--- config.mk ---
export PLATFORM = sky130hd
export DESIGN_NAME = serial_packet_receiver_top
export DESIGN_NICKNAME = d
export VERILOG_FILES = /design/src/hdl/spr_pkg.sv /design/src/hdl/serial_packet_receiver_top.sv
export SDC_FILE = /design/constraint.sdc
export NUM_CORES = 1
export LEC_CHECK = 0
export ABC_AREA = 1
export BUFFER_PORTS_ARGS = -buffer_cell sky130_fd_sc_hd__buf_2
export CORE_MARGIN = 5
export CORE_UTILIZATION = 50
export CTS_CLUSTER_DIAMETER = 150
export DETAILED_ROUTE_END_ITERATION = 8
export PLACE_DENSITY_LB_ADDON = 0.25
export RECOVER_POWER = 100
export SYNTH_ARGS = -nofsm -noshare
export SYNTH_HDL_FRONTEND = slang
export SYNTH_SLANG_ARGS = --single-unit
--- constraint.sdc ---
create_clock -name i_clk -period 5.2 [get_ports i_clk]
set_input_delay 0.52 -clock i_clk [delete_from_list [all_inputs] [get_ports i_clk]]
set_output_delay 0.52 -clock i_clk [all_outputs]
set_load 0.03 [all_outputs]
--- src/hdl/spr_pkg.sv ---
// shared types and constants for the serial packet receiver
`timescale 1ns / 1ps
`default_nettype none

package spr_pkg;

    localparam logic [7:0] ACK_SUM = 8'hCC;

    localparam int FIFO_DEPTH = 4;
    localparam int PTR_W      = $clog2(FIFO_DEPTH);
    localparam int CNT_W      = $clog2(FIFO_DEPTH + 1);

    typedef logic [1:0] t_status;

    localparam t_status ST_OK      = 2'd0;
    localparam t_status ST_BAD_SUM = 2'd1;
    localparam t_status ST_BAD_LEN = 2'd2;

    typedef struct packed {
        logic       packet_end;
        logic [7:0] payload_byte;
        logic [7:0] command_code;
        logic       has_command;
        logic       ack_packet;
        t_status    status_code;
        logic [7:0] payload_count;
    } t_item;

endpackage

`default_nettype wire

--- src/hdl/serial_packet_receiver_top.sv ---
// serial packet receiver: byte-serial deframer for length/checksum packets
//
// input channel: i_in_valid / o_in_stall carry one received byte per word on
// i_rx_byte. a packet is length, checksum, command, then payload bytes.
// output channel: o_out_valid / i_out_stall carry one result word: a payload
// word per payload byte and a summary word (o_packet_end high) at the end of
// each packet, with command, payload count, ack flag and status.
// a word is taken at a rising edge with valid high and stall low. a result
// word enters the output queue when its byte is taken. throughput: one byte
// per cycle while o_in_stall is low; the last payload byte of a packet makes
// two result words, which drain from a four-word output queue one per cycle
// while i_out_stall is low. o_in_stall rises when that queue cannot hold two
// more words, so a stalled receiver backs up into the input once three or
// four words are waiting. reset (synchronous, active low) empties the queue
// and returns the deframer to waiting for a length byte.
`timescale 1ns / 1ps
`default_nettype none

module serial_packet_receiver_top
    import spr_pkg::*;
(
    input  wire logic       i_clk,
    input  wire logic       i_rst_n,
    input  wire logic       i_in_valid,
    output logic            o_in_stall,
    input  wire logic [7:0] i_rx_byte,
    output logic            o_out_valid,
    input  wire logic       i_out_stall,
    output logic            o_packet_end,
    output logic [7:0]      o_payload_byte,
    output logic [7:0]      o_command_code,
    output logic            o_has_command,
    output logic            o_ack_packet,
    output logic [1:0]      o_status_code,
    output logic [7:0]      o_payload_count
);

    typedef enum logic [1:0] {
        PH_LEN = 2'd0,
        PH_SUM = 2'd1,
        PH_CMD = 2'd2,
        PH_PAY = 2'd3
    } t_phase;

    t_phase     r_phase, n_phase;
    logic [7:0] r_len, n_len;
    logic [7:0] r_rsum, n_rsum;
    logic [7:0] r_sum, n_sum;
    logic [7:0] r_pos, n_pos;
    logic [7:0] r_cmd, n_cmd;

    t_item      r_mem [FIFO_DEPTH];
    logic [PTR_W-1:0] r_wr, r_rd;
    logic [CNT_W-1:0] r_count, n_count;

    logic       in_acc, out_acc;
    logic [1:0] push;
    t_item      item0, item1;
    logic [7:0] sum_new, pos_new;
    t_item      head;

    assign o_in_stall  = (r_count > CNT_W'(FIFO_DEPTH - 2));
    assign in_acc      = i_in_valid && !o_in_stall;
    assign o_out_valid = (r_count != '0);
    assign out_acc     = o_out_valid && !i_out_stall;

    assign sum_new = r_sum + i_rx_byte;
    assign pos_new = r_pos + 8'd1;

    always_comb begin
        n_phase = r_phase;
        n_len   = r_len;
        n_rsum  = r_rsum;
        n_sum   = r_sum;
        n_pos   = r_pos;
        n_cmd   = r_cmd;
        item0   = '0;
        item1   = '0;
        push    = 2'd0;
        if (in_acc) begin
            case (r_phase)
                PH_LEN: begin
                    n_len  = i_rx_byte;
                    n_sum  = '0;
                    n_rsum = '0;
                    n_cmd  = '0;
                    n_pos  = 8'd1;
                    if (i_rx_byte == 8'd1) begin
                        item0.packet_end  = 1'b1;
                        item0.status_code = ST_BAD_LEN;
                        push    = 2'd1;
                        n_pos   = '0;
                        n_phase = PH_LEN;
                    end else begin
                        n_phase = PH_SUM;
                    end
                end
                PH_SUM: begin
                    n_rsum = i_rx_byte;
                    n_pos  = 8'd2;
                    if (r_len == 8'd0) begin
                        item0.packet_end  = 1'b1;
                        item0.ack_packet  = 1'b1;
                        item0.status_code = (i_rx_byte == ACK_SUM) ? ST_OK : ST_BAD_SUM;
                        push    = 2'd1;
                        n_pos   = '0;
                        n_phase = PH_LEN;
                    end else if (r_len == 8'd2) begin
                        item0.packet_end  = 1'b1;
                        item0.status_code = (r_sum == i_rx_byte) ? ST_OK : ST_BAD_SUM;
                        push    = 2'd1;
                        n_pos   = '0;
                        n_phase = PH_LEN;
                    end else begin
                        n_phase = PH_CMD;
                    end
                end
                PH_CMD: begin
                    n_cmd = i_rx_byte;
                    n_sum = sum_new;
                    n_pos = 8'd3;
                    if (r_len == 8'd3) begin
                        item0.packet_end   = 1'b1;
                        item0.command_code = i_rx_byte;
                        item0.has_command  = 1'b1;
                        item0.status_code  = (sum_new == r_rsum) ? ST_OK : ST_BAD_SUM;
                        push    = 2'd1;
                        n_pos   = '0;
                        n_phase = PH_LEN;
                    end else begin
                        n_phase = PH_PAY;
                    end
                end
                PH_PAY: begin
                    n_sum = sum_new;
                    n_pos = pos_new;
                    item0.payload_byte = i_rx_byte;
                    item0.command_code = r_cmd;
                    item0.has_command  = 1'b1;
                    push = 2'd1;
                    if (pos_new == r_len) begin
                        item1.packet_end    = 1'b1;
                        item1.command_code  = r_cmd;
                        item1.has_command   = 1'b1;
                        item1.status_code   = (sum_new == r_rsum) ? ST_OK : ST_BAD_SUM;
                        item1.payload_count = r_len - 8'd3;
                        push    = 2'd2;
                        n_pos   = '0;
                        n_phase = PH_LEN;
                    end
                end
                default: begin
                    n_phase = PH_LEN;
                end
            endcase
        end
    end

    assign n_count = r_count + CNT_W'(push) - CNT_W'(out_acc);

    always_ff @(posedge i_clk) begin
        if (!i_rst_n) begin
            r_phase <= PH_LEN;
            r_len   <= '0;
            r_rsum  <= '0;
            r_sum   <= '0;
            r_pos   <= '0;
            r_cmd   <= '0;
            r_wr    <= '0;
            r_rd    <= '0;
            r_count <= '0;
        end else begin
            r_phase <= n_phase;
            r_len   <= n_len;
            r_rsum  <= n_rsum;
            r_sum   <= n_sum;
            r_pos   <= n_pos;
            r_cmd   <= n_cmd;
            r_wr    <= r_wr + PTR_W'(push);
            r_rd    <= r_rd + PTR_W'(out_acc);
            r_count <= n_count;
        end
    end

    always_ff @(posedge i_clk) begin
        if (push != 2'd0) begin
            r_mem[r_wr] <= item0;
        end
        if (push == 2'd2) begin
            r_mem[r_wr + PTR_W'(1)] <= item1;
        end
    end

    assign head            = r_mem[r_rd];
    assign o_packet_end    = head.packet_end;
    assign o_payload_byte  = head.payload_byte;
    assign o_command_code  = head.command_code;
    assign o_has_command   = head.has_command;
    assign o_ack_packet    = head.ack_packet;
    assign o_status_code   = head.status_code;
    assign o_payload_count = head.payload_count;

`ifndef NO_ASSERTIONS
    a_count_bound: assert property (@(posedge i_clk) disable iff (!i_rst_n)
        r_count <= CNT_W'(FIFO_DEPTH))
        else $error("output queue overflow");

    a_summary_clean: assert property (@(posedge i_clk) disable iff (!i_rst_n)
        (o_out_valid && o_packet_end) |-> (o_payload_byte == 8'd0))
        else $error("summary word carries a payload byte");

    a_payload_clean: assert property (@(posedge i_clk) disable iff (!i_rst_n)
        (o_out_valid && !o_packet_end)
            |-> (!o_ack_packet && o_status_code == ST_OK && o_payload_count == 8'd0))
        else $error("payload word carries summary fields");

    a_len_next: assert property (@(posedge i_clk) disable iff (!i_rst_n)
        (in_acc && r_phase == PH_LEN && i_rx_byte != 8'd1) |=> (r_phase == PH_SUM))
        else $error("length byte did not advance to checksum");

    a_no_push_when_idle: assert property (@(posedge i_clk) disable iff (!i_rst_n)
        !in_acc |=> (r_count <= $past(r_count)))
        else $error("queue grew without an input byte");
`endif

endmodule

`default_nettype wire

==> impl_metrics.env, run 1 <==
export IMPL_status="finished with violations"
export IMPL_violations="capacitance limit, slew limit"
export IMPL_placed_cell_area_sq_um=8670
export IMPL_finalSetupTns_ps=0
export IMPL_skew_ps=9.20
export IMPL_first_pass_iters=5
export IMPL_ys_types=42
export IMPL_worstPathArrival_ps=3750
export IMPL_maxSlewViolCount=96
export IMPL_portBuffers=42
export IMPL_h_tree_depth=4
export IMPL_crit_slowest_cell="dfxtp_1"
export IMPL_period_needed_ps=4270
export IMPL_drc=0
export IMPL_period_share_pct=82.2
export IMPL_startpoint_type="flop"
export IMPL_path_max_fanout=60
export IMPL_max_stage_delay_ps=1670
export IMPL_gp_congestion=0.856
export IMPL_ys_seq_area_share_pct=48.1
export IMPL_vias_per_cell=5.63
export IMPL_hold_viol=0
export IMPL_cts_setup_buffers=0
export IMPL_dpl_cell_count=1256
export IMPL_holdBufCountCts=0
export IMPL_power_mw=4.42
export IMPL_cts_tree="done"
export IMPL_synth_seq_cells=165
export IMPL_avgRoutedWirePerCell_um=16.8
export IMPL_slew_headroom_pct=-34.0
export IMPL_final_core_util_pct=55.3
export IMPL_netlist_instances=1043
export IMPL_cts_sinks=165
export IMPL_grt_overflow_total=0
export IMPL_core_sq_um=16600
export IMPL_end_kind="output pin"
export IMPL_cts_root_buf="clkbuf_16"
export IMPL_place_ws_ps=1570
export IMPL_diodes=0
export IMPL_grt_pass1_vias=6730
export IMPL_hold_slack_ps=408
export IMPL_grt_usage_pct=22.5
export IMPL_layout_commonest_cell="nand2_1"
export IMPL_die_y_um=140
export IMPL_final_cells=1288
export IMPL_layout_common_cells="170 x nand2_1, 158 x nor2_1, 117 x o21ai_0"
export IMPL_area_growth_pct=8.41
export IMPL_worstMarginPinSlew_ps=2010
export IMPL_rows=47
export IMPL_clk_latency_ps=430
export IMPL_cpLargestDelayFamily="flip-flops"
export IMPL_cts_clk_slew_worst_paths_ps=60
export IMPL_rsz0062_at_grt="no"
export IMPL_syn_avg_cell_area_sq_um=8.11
export IMPL_p_leak_nw=3.56
export IMPL_hold_class="in2reg"
export IMPL_vias=7255
export IMPL_wl_um=21600
export IMPL_final_area_sq_um=9170
export IMPL_die_area_sq_um=19600
export IMPL_grt_max_degree=61
export IMPL_fin_ws_ps=927
export IMPL_cap_violations=2
export IMPL_p_per_area_nw_per_um2=483
export IMPL_path_buf_inv=3
export IMPL_ios=43
export IMPL_drtAntennaViolNets=0
export IMPL_dp_hpwl_um=14600
export IMPL_layout_drive_gt1_share_pct=6.65
export IMPL_cts_buffers=17
export IMPL_start_util_pct=51.0
export IMPL_cts_resized=0
export IMPL_drt_iter0_drc=668
export IMPL_peakVddDrop_v=0.000270
export IMPL_syn_nets=1073
export IMPL_fin_nets=1085
export IMPL_worstPathCellList="inv_1 -> clkbuf_2 -> o21ai_0 -> o22ai_1 -> clkbuf_1"
export IMPL_grt_pass1_wl_um=35500
export IMPL_die_w_um=140
export IMPL_path_class="reg2out"
export IMPL_cts_max_path_buffers=2
export IMPL_setup_viol=0
export IMPL_syn_area_sq_um=8450
export IMPL_max_freq_mhz=234
export IMPL_yosys_warnings=0
export IMPL_crit_required_ps=4680
export IMPL_antenna_found_initial=0
[metal layers]
metal	routed length, um	global-route usage, %	share of wire, %	vias to the layer above
li1	-	-	-	3575
met1	9960	31.8	46	3361
met2	9690	34.7	45	289
met3	1530	4.60	7.1	30
met4	433	7.50	2.0	0
met5	0	0	0	-
[synthesized netlist by cell type, drive strengths merged]
| master | n | area share [%] |
|---|---|---|
| inv | 87 | 3.9 |
| nor4 | 1 | 0.074 |
| clkinv | 3 | 0.13 |
| nand4 | 13 | 0.96 |
| nand3 | 80 | 4.9 |
| xnor2 | 3 | 0.31 |
| clkbuf | 36 | 1.6 |
| nand2 | 178 | 8.7 |
| o22ai | 58 | 4.7 |
| xor2 | 9 | 0.93 |
| and2 | 1 | 0.074 |
| a21oi | 67 | 4.0 |
| a22oi | 8 | 0.71 |
| a31oi | 1 | 0.074 |
| or2 | 2 | 0.15 |
| o21a | 1 | 0.089 |
| buf | 20 | 2.2 |
| ha | 16 | 2.4 |
| nor3 | 4 | 0.30 |
| nand3b | 1 | 0.089 |
| edfxtp | 76 | 27 |
| o21ai | 123 | 7.4 |
| o41ai | 1 | 0.10 |
| nor2 | 162 | 7.4 |
| xor3 | 1 | 0.28 |
| dfxtp | 89 | 21 |
| fa | 2 | 0.47 |
[worst paths after layout]
kind,from,end,slack [ps],cells past startpoint
min,i_rx_byte[0],r_rsum[0],410,3
min reg2reg,r_sum[2],r_sum[2],470,2
max,r_rd[0],o_command_code[5],930,5
max reg2reg,r_count[1],r_mem[0][1],1200,10
[tightest hold or removal path, stage by stage]
cell     delay, ps
buf_2          140
nand2_1         70
a21oi_1         60
[flip-flops by register name (all words and copies together) (netlist names)]
name and count:
r_rd 2, r_phase 2, r_rsum 8, r_cmd 8
r_sum 8, r_count 3, r_wr 2, r_len 8
r_pos 8, r_mem 116
[power by group]
group | internal (mW) | leakage, nW | switching (mW)
registers | 1.48 | 1.47 | 0.157
clock network | 0.712 | 0.277 | 0.535
logic | 0.407 | 1.82 | 1.13
total | 2.60 | 3.56 | 1.83
[cells by family (layout without fill, tap and decap cells)]
family / Yosys count / after routing / synth area share [%]
compound gates: 259 / 259 / 17.1
xor+xnor: 13 / 13 / 1.52
fa+ha+maj: 18 / 18 / 2.84
buf+inv: 146 / 171 / 7.86
flops: 165 / 165 / 48.1
simple gates: 442 / 442 / 22.6
[layout make-up]
class | instances | area [sq um]
Inverter | 90 | 338
Clock inverter | 14 | 151
Tap cell | 220 | 275
Clock buffer | 18 | 429
Sequential cell | 165 | 4060
Fill cell | 1598 | 7420
Multi-Input combinational cell | 732 | 3690
Timing Repair Buffer | 49 | 215
Note: power is estimated with default switching activity, not from simulation.
==> run 2: changes to the inputs <==
==> constraint.sdc (replaced) <==
create_clock -name i_clk -period 4.48 [get_ports i_clk]
set_input_delay 0.448 -clock i_clk [delete_from_list [all_inputs] [get_ports i_clk]]
set_output_delay 0.448 -clock i_clk [all_outputs]
set_load 0.03 [all_outputs]
==> impl_metrics.env, run 2 (synthesis results as in run 1) <==
export IMPL_hold_end="r_rsum[5]"
export IMPL_drtAntennaViolNets=0
export IMPL_cts_setup_buffers=0
export IMPL_crit_required_ps=4440
export IMPL_fillCellCount=1583
export IMPL_startpoint_type="flop"
export IMPL_min_path_cells=3
export IMPL_seqPwrFrac_pct=36.1
export IMPL_maxSlewViolCount=34
export IMPL_core_sq_um=16600
export IMPL_dp_hpwl_um=14600
export IMPL_slew_headroom_pct=-8.51
export IMPL_placed_cell_area_sq_um=8670
export IMPL_hold_class="in2reg"
export IMPL_setup_viol=0
export IMPL_worstPathCellList="a21oi_1 -> nand2_1 -> clkbuf_1 -> nor2_1 -> nand2_1 -> nand2_8 -> nand2_4 -> nand2_1"
export IMPL_grt_overflow_total=0
export IMPL_cp_common_cell="nand2_1"
export IMPL_crit_slowest_cell="clkbuf_1"
export IMPL_max_stage_delay_ps=1190
export IMPL_hold_viol=0
export IMPL_p_leak_nw=3.55
export IMPL_cts_root_buf="clkbuf_16"
export IMPL_final_cells=1289
export IMPL_grt_pass1_wl_um=35800
export IMPL_cap_violations=1
export IMPL_worstMarginPinSlew_ps=1630
export IMPL_clk_latency_ps=430
export IMPL_grt_usage_pct=22.5
export IMPL_pwr_share_comb_pct=36.4
export IMPL_cts_max_path_buffers=2
export IMPL_vias_per_cell=5.69
export IMPL_timing_rr_end="r_mem[3][0]"
export IMPL_rows=47
export IMPL_die_y_um=140
export IMPL_reg2reg_slack_ps=640
export IMPL_layout_commonest_cell="nand2_1"
export IMPL_layout_drive_gt1_share_pct=6.83
export IMPL_avgRoutedWirePerCell_um=17.0
export IMPL_cts_resized=0
export IMPL_wl_um=21900
export IMPL_area_growth_pct=8.32
export IMPL_p_switching_mw=2.12
export IMPL_dpl_cell_count=1257
export IMPL_holdBufCountCts=0
export IMPL_die_area_sq_um=19600
export IMPL_die_w_um=140
export IMPL_finalSetupTns_ps=0
export IMPL_peakVddDrop_v=0.000316
export IMPL_max_freq_mhz=261
export IMPL_power_frac_clock_pct=27.4
export IMPL_cts_sinks=165
export IMPL_violations="capacitance limit, slew limit"
export IMPL_drt_iter0_drc=710
export IMPL_fin_nets=1086
export IMPL_largest_register_ffs=116
export IMPL_cp_startpoint="r_count[0]"
export IMPL_power_mw=5.08
export IMPL_layout_common_cells="171 x nand2_1, 158 x nor2_1, 116 x o21ai_0"
export IMPL_path_class="reg2reg"
export IMPL_period_share_pct=85.7
export IMPL_diodes=0
export IMPL_portBuffers=42
export IMPL_ios=43
export IMPL_antenna_found_initial=0
export IMPL_rr_startpoint="r_count[0]"
export IMPL_p_per_area_nw_per_um2=554
export IMPL_gp_congestion=0.884
export IMPL_vias=7340
export IMPL_cts_tree="done"
export IMPL_worstPathArrival_ps=3790
export IMPL_status="finished with violations"
export IMPL_cts_clk_slew_worst_paths_ps=60
export IMPL_period_needed_ps=3840
export IMPL_path_max_fanout=33
export IMPL_end_kind="flop"
export IMPL_grt_max_degree=61
export IMPL_drc=0
export IMPL_skew_ps=8.96
export IMPL_rsz0062_at_grt="no"
export IMPL_hold_path_startpoint="i_rx_byte[5]"
export IMPL_start_util_pct=51.0
export IMPL_switching_share_pct=41.7
export IMPL_first_pass_iters=5
export IMPL_grt_pass1_vias=6740
export IMPL_cts_buffers=17
export IMPL_max_flop_register="r_mem"
export IMPL_h_tree_depth=4
export IMPL_final_area_sq_um=9160
export IMPL_reg2reg_depth=8
export IMPL_internal_power_mw=2.96
[run 2: cell types whose count changed in the layout (fill, tap and decap cells not counted), sizes merged]
cell      change
clkbuf        +2
clkinv        -1
clkinvlp      +2
bufinv        -1
inv           -1
[run 2: power groups by stage]
stage	Combinational, mW	Sequential, mW	Clock (mW)
3_5_place_dp	1.90	1.86	0
4_1_cts	1.91	1.83	1.41
5_1_grt	2.04	1.85	1.48
6_report	1.85	1.83	1.39
2_1_floorplan	1.42	1.81	0
3_3_place_gp	1.89	1.86	0
[run 2: per-layer routing]
layer | vias up | GRT usage [%] | wire, um
met4 | 0 | 7.34 | 437
met2 | 267 | 35.4 | 9970
li1 | 3591 | - | -
met3 | 39 | 3.72 | 1420
met1 | 3443 | 31.8 | 10100
met5 | - | 0 | 0
[run 2: worst max-delay path: cells and delay by family, from the launching register on]
family / cells / cell delay, ps
simple gates: 6 / 1690
buf+inv: 1 / 1190
flops: 1 / 360
compound gates: 1 / 100
[run 2: worst max path at each step]
| stage | endpoint | slack [ps] | cells past startpoint |
|---|---|---|---|
| 6_report | r_mem[3][0] | 640 | 8 |
| 5_1_grt | r_mem[1][12] | 270 | 16 |
| 4_1_cts | r_mem[3][14] | 830 | 13 |
| 3_5_place_dp | r_mem[3][4] | 860 | 13 |
| 3_3_place_gp | r_mem[3][5] | 970 | 13 |
| 2_1_floorplan | r_count[2] | 1840 | 19 |
[run 2: through the flow]
stage / hold WS (ps) / utilization (%) / worst slack [ps]
after floorplan: 445 / - / 1840
after global placement: 458 / 52.3 / 965
after detailed placement: 460 / 52.3 / 862
after CTS: 313 / 55.7 / 833
after global routing: 341 / 55.2 / 267
final: 324 / 55.2 / 643
[run 2: cell type report]
class | count | area [sq um] | share of cell area [%]
tap | 220 | 275 | 3.01
timing repair buffer | 50 | 223 | 2.43
clock inverter | 13 | 124 | 1.35
clock buffer | 19 | 433 | 4.73
inverter | 90 | 338 | 3.69
sequential | 165 | 4070 | 44.4
multi-input combinational | 732 | 3700 | 40.4
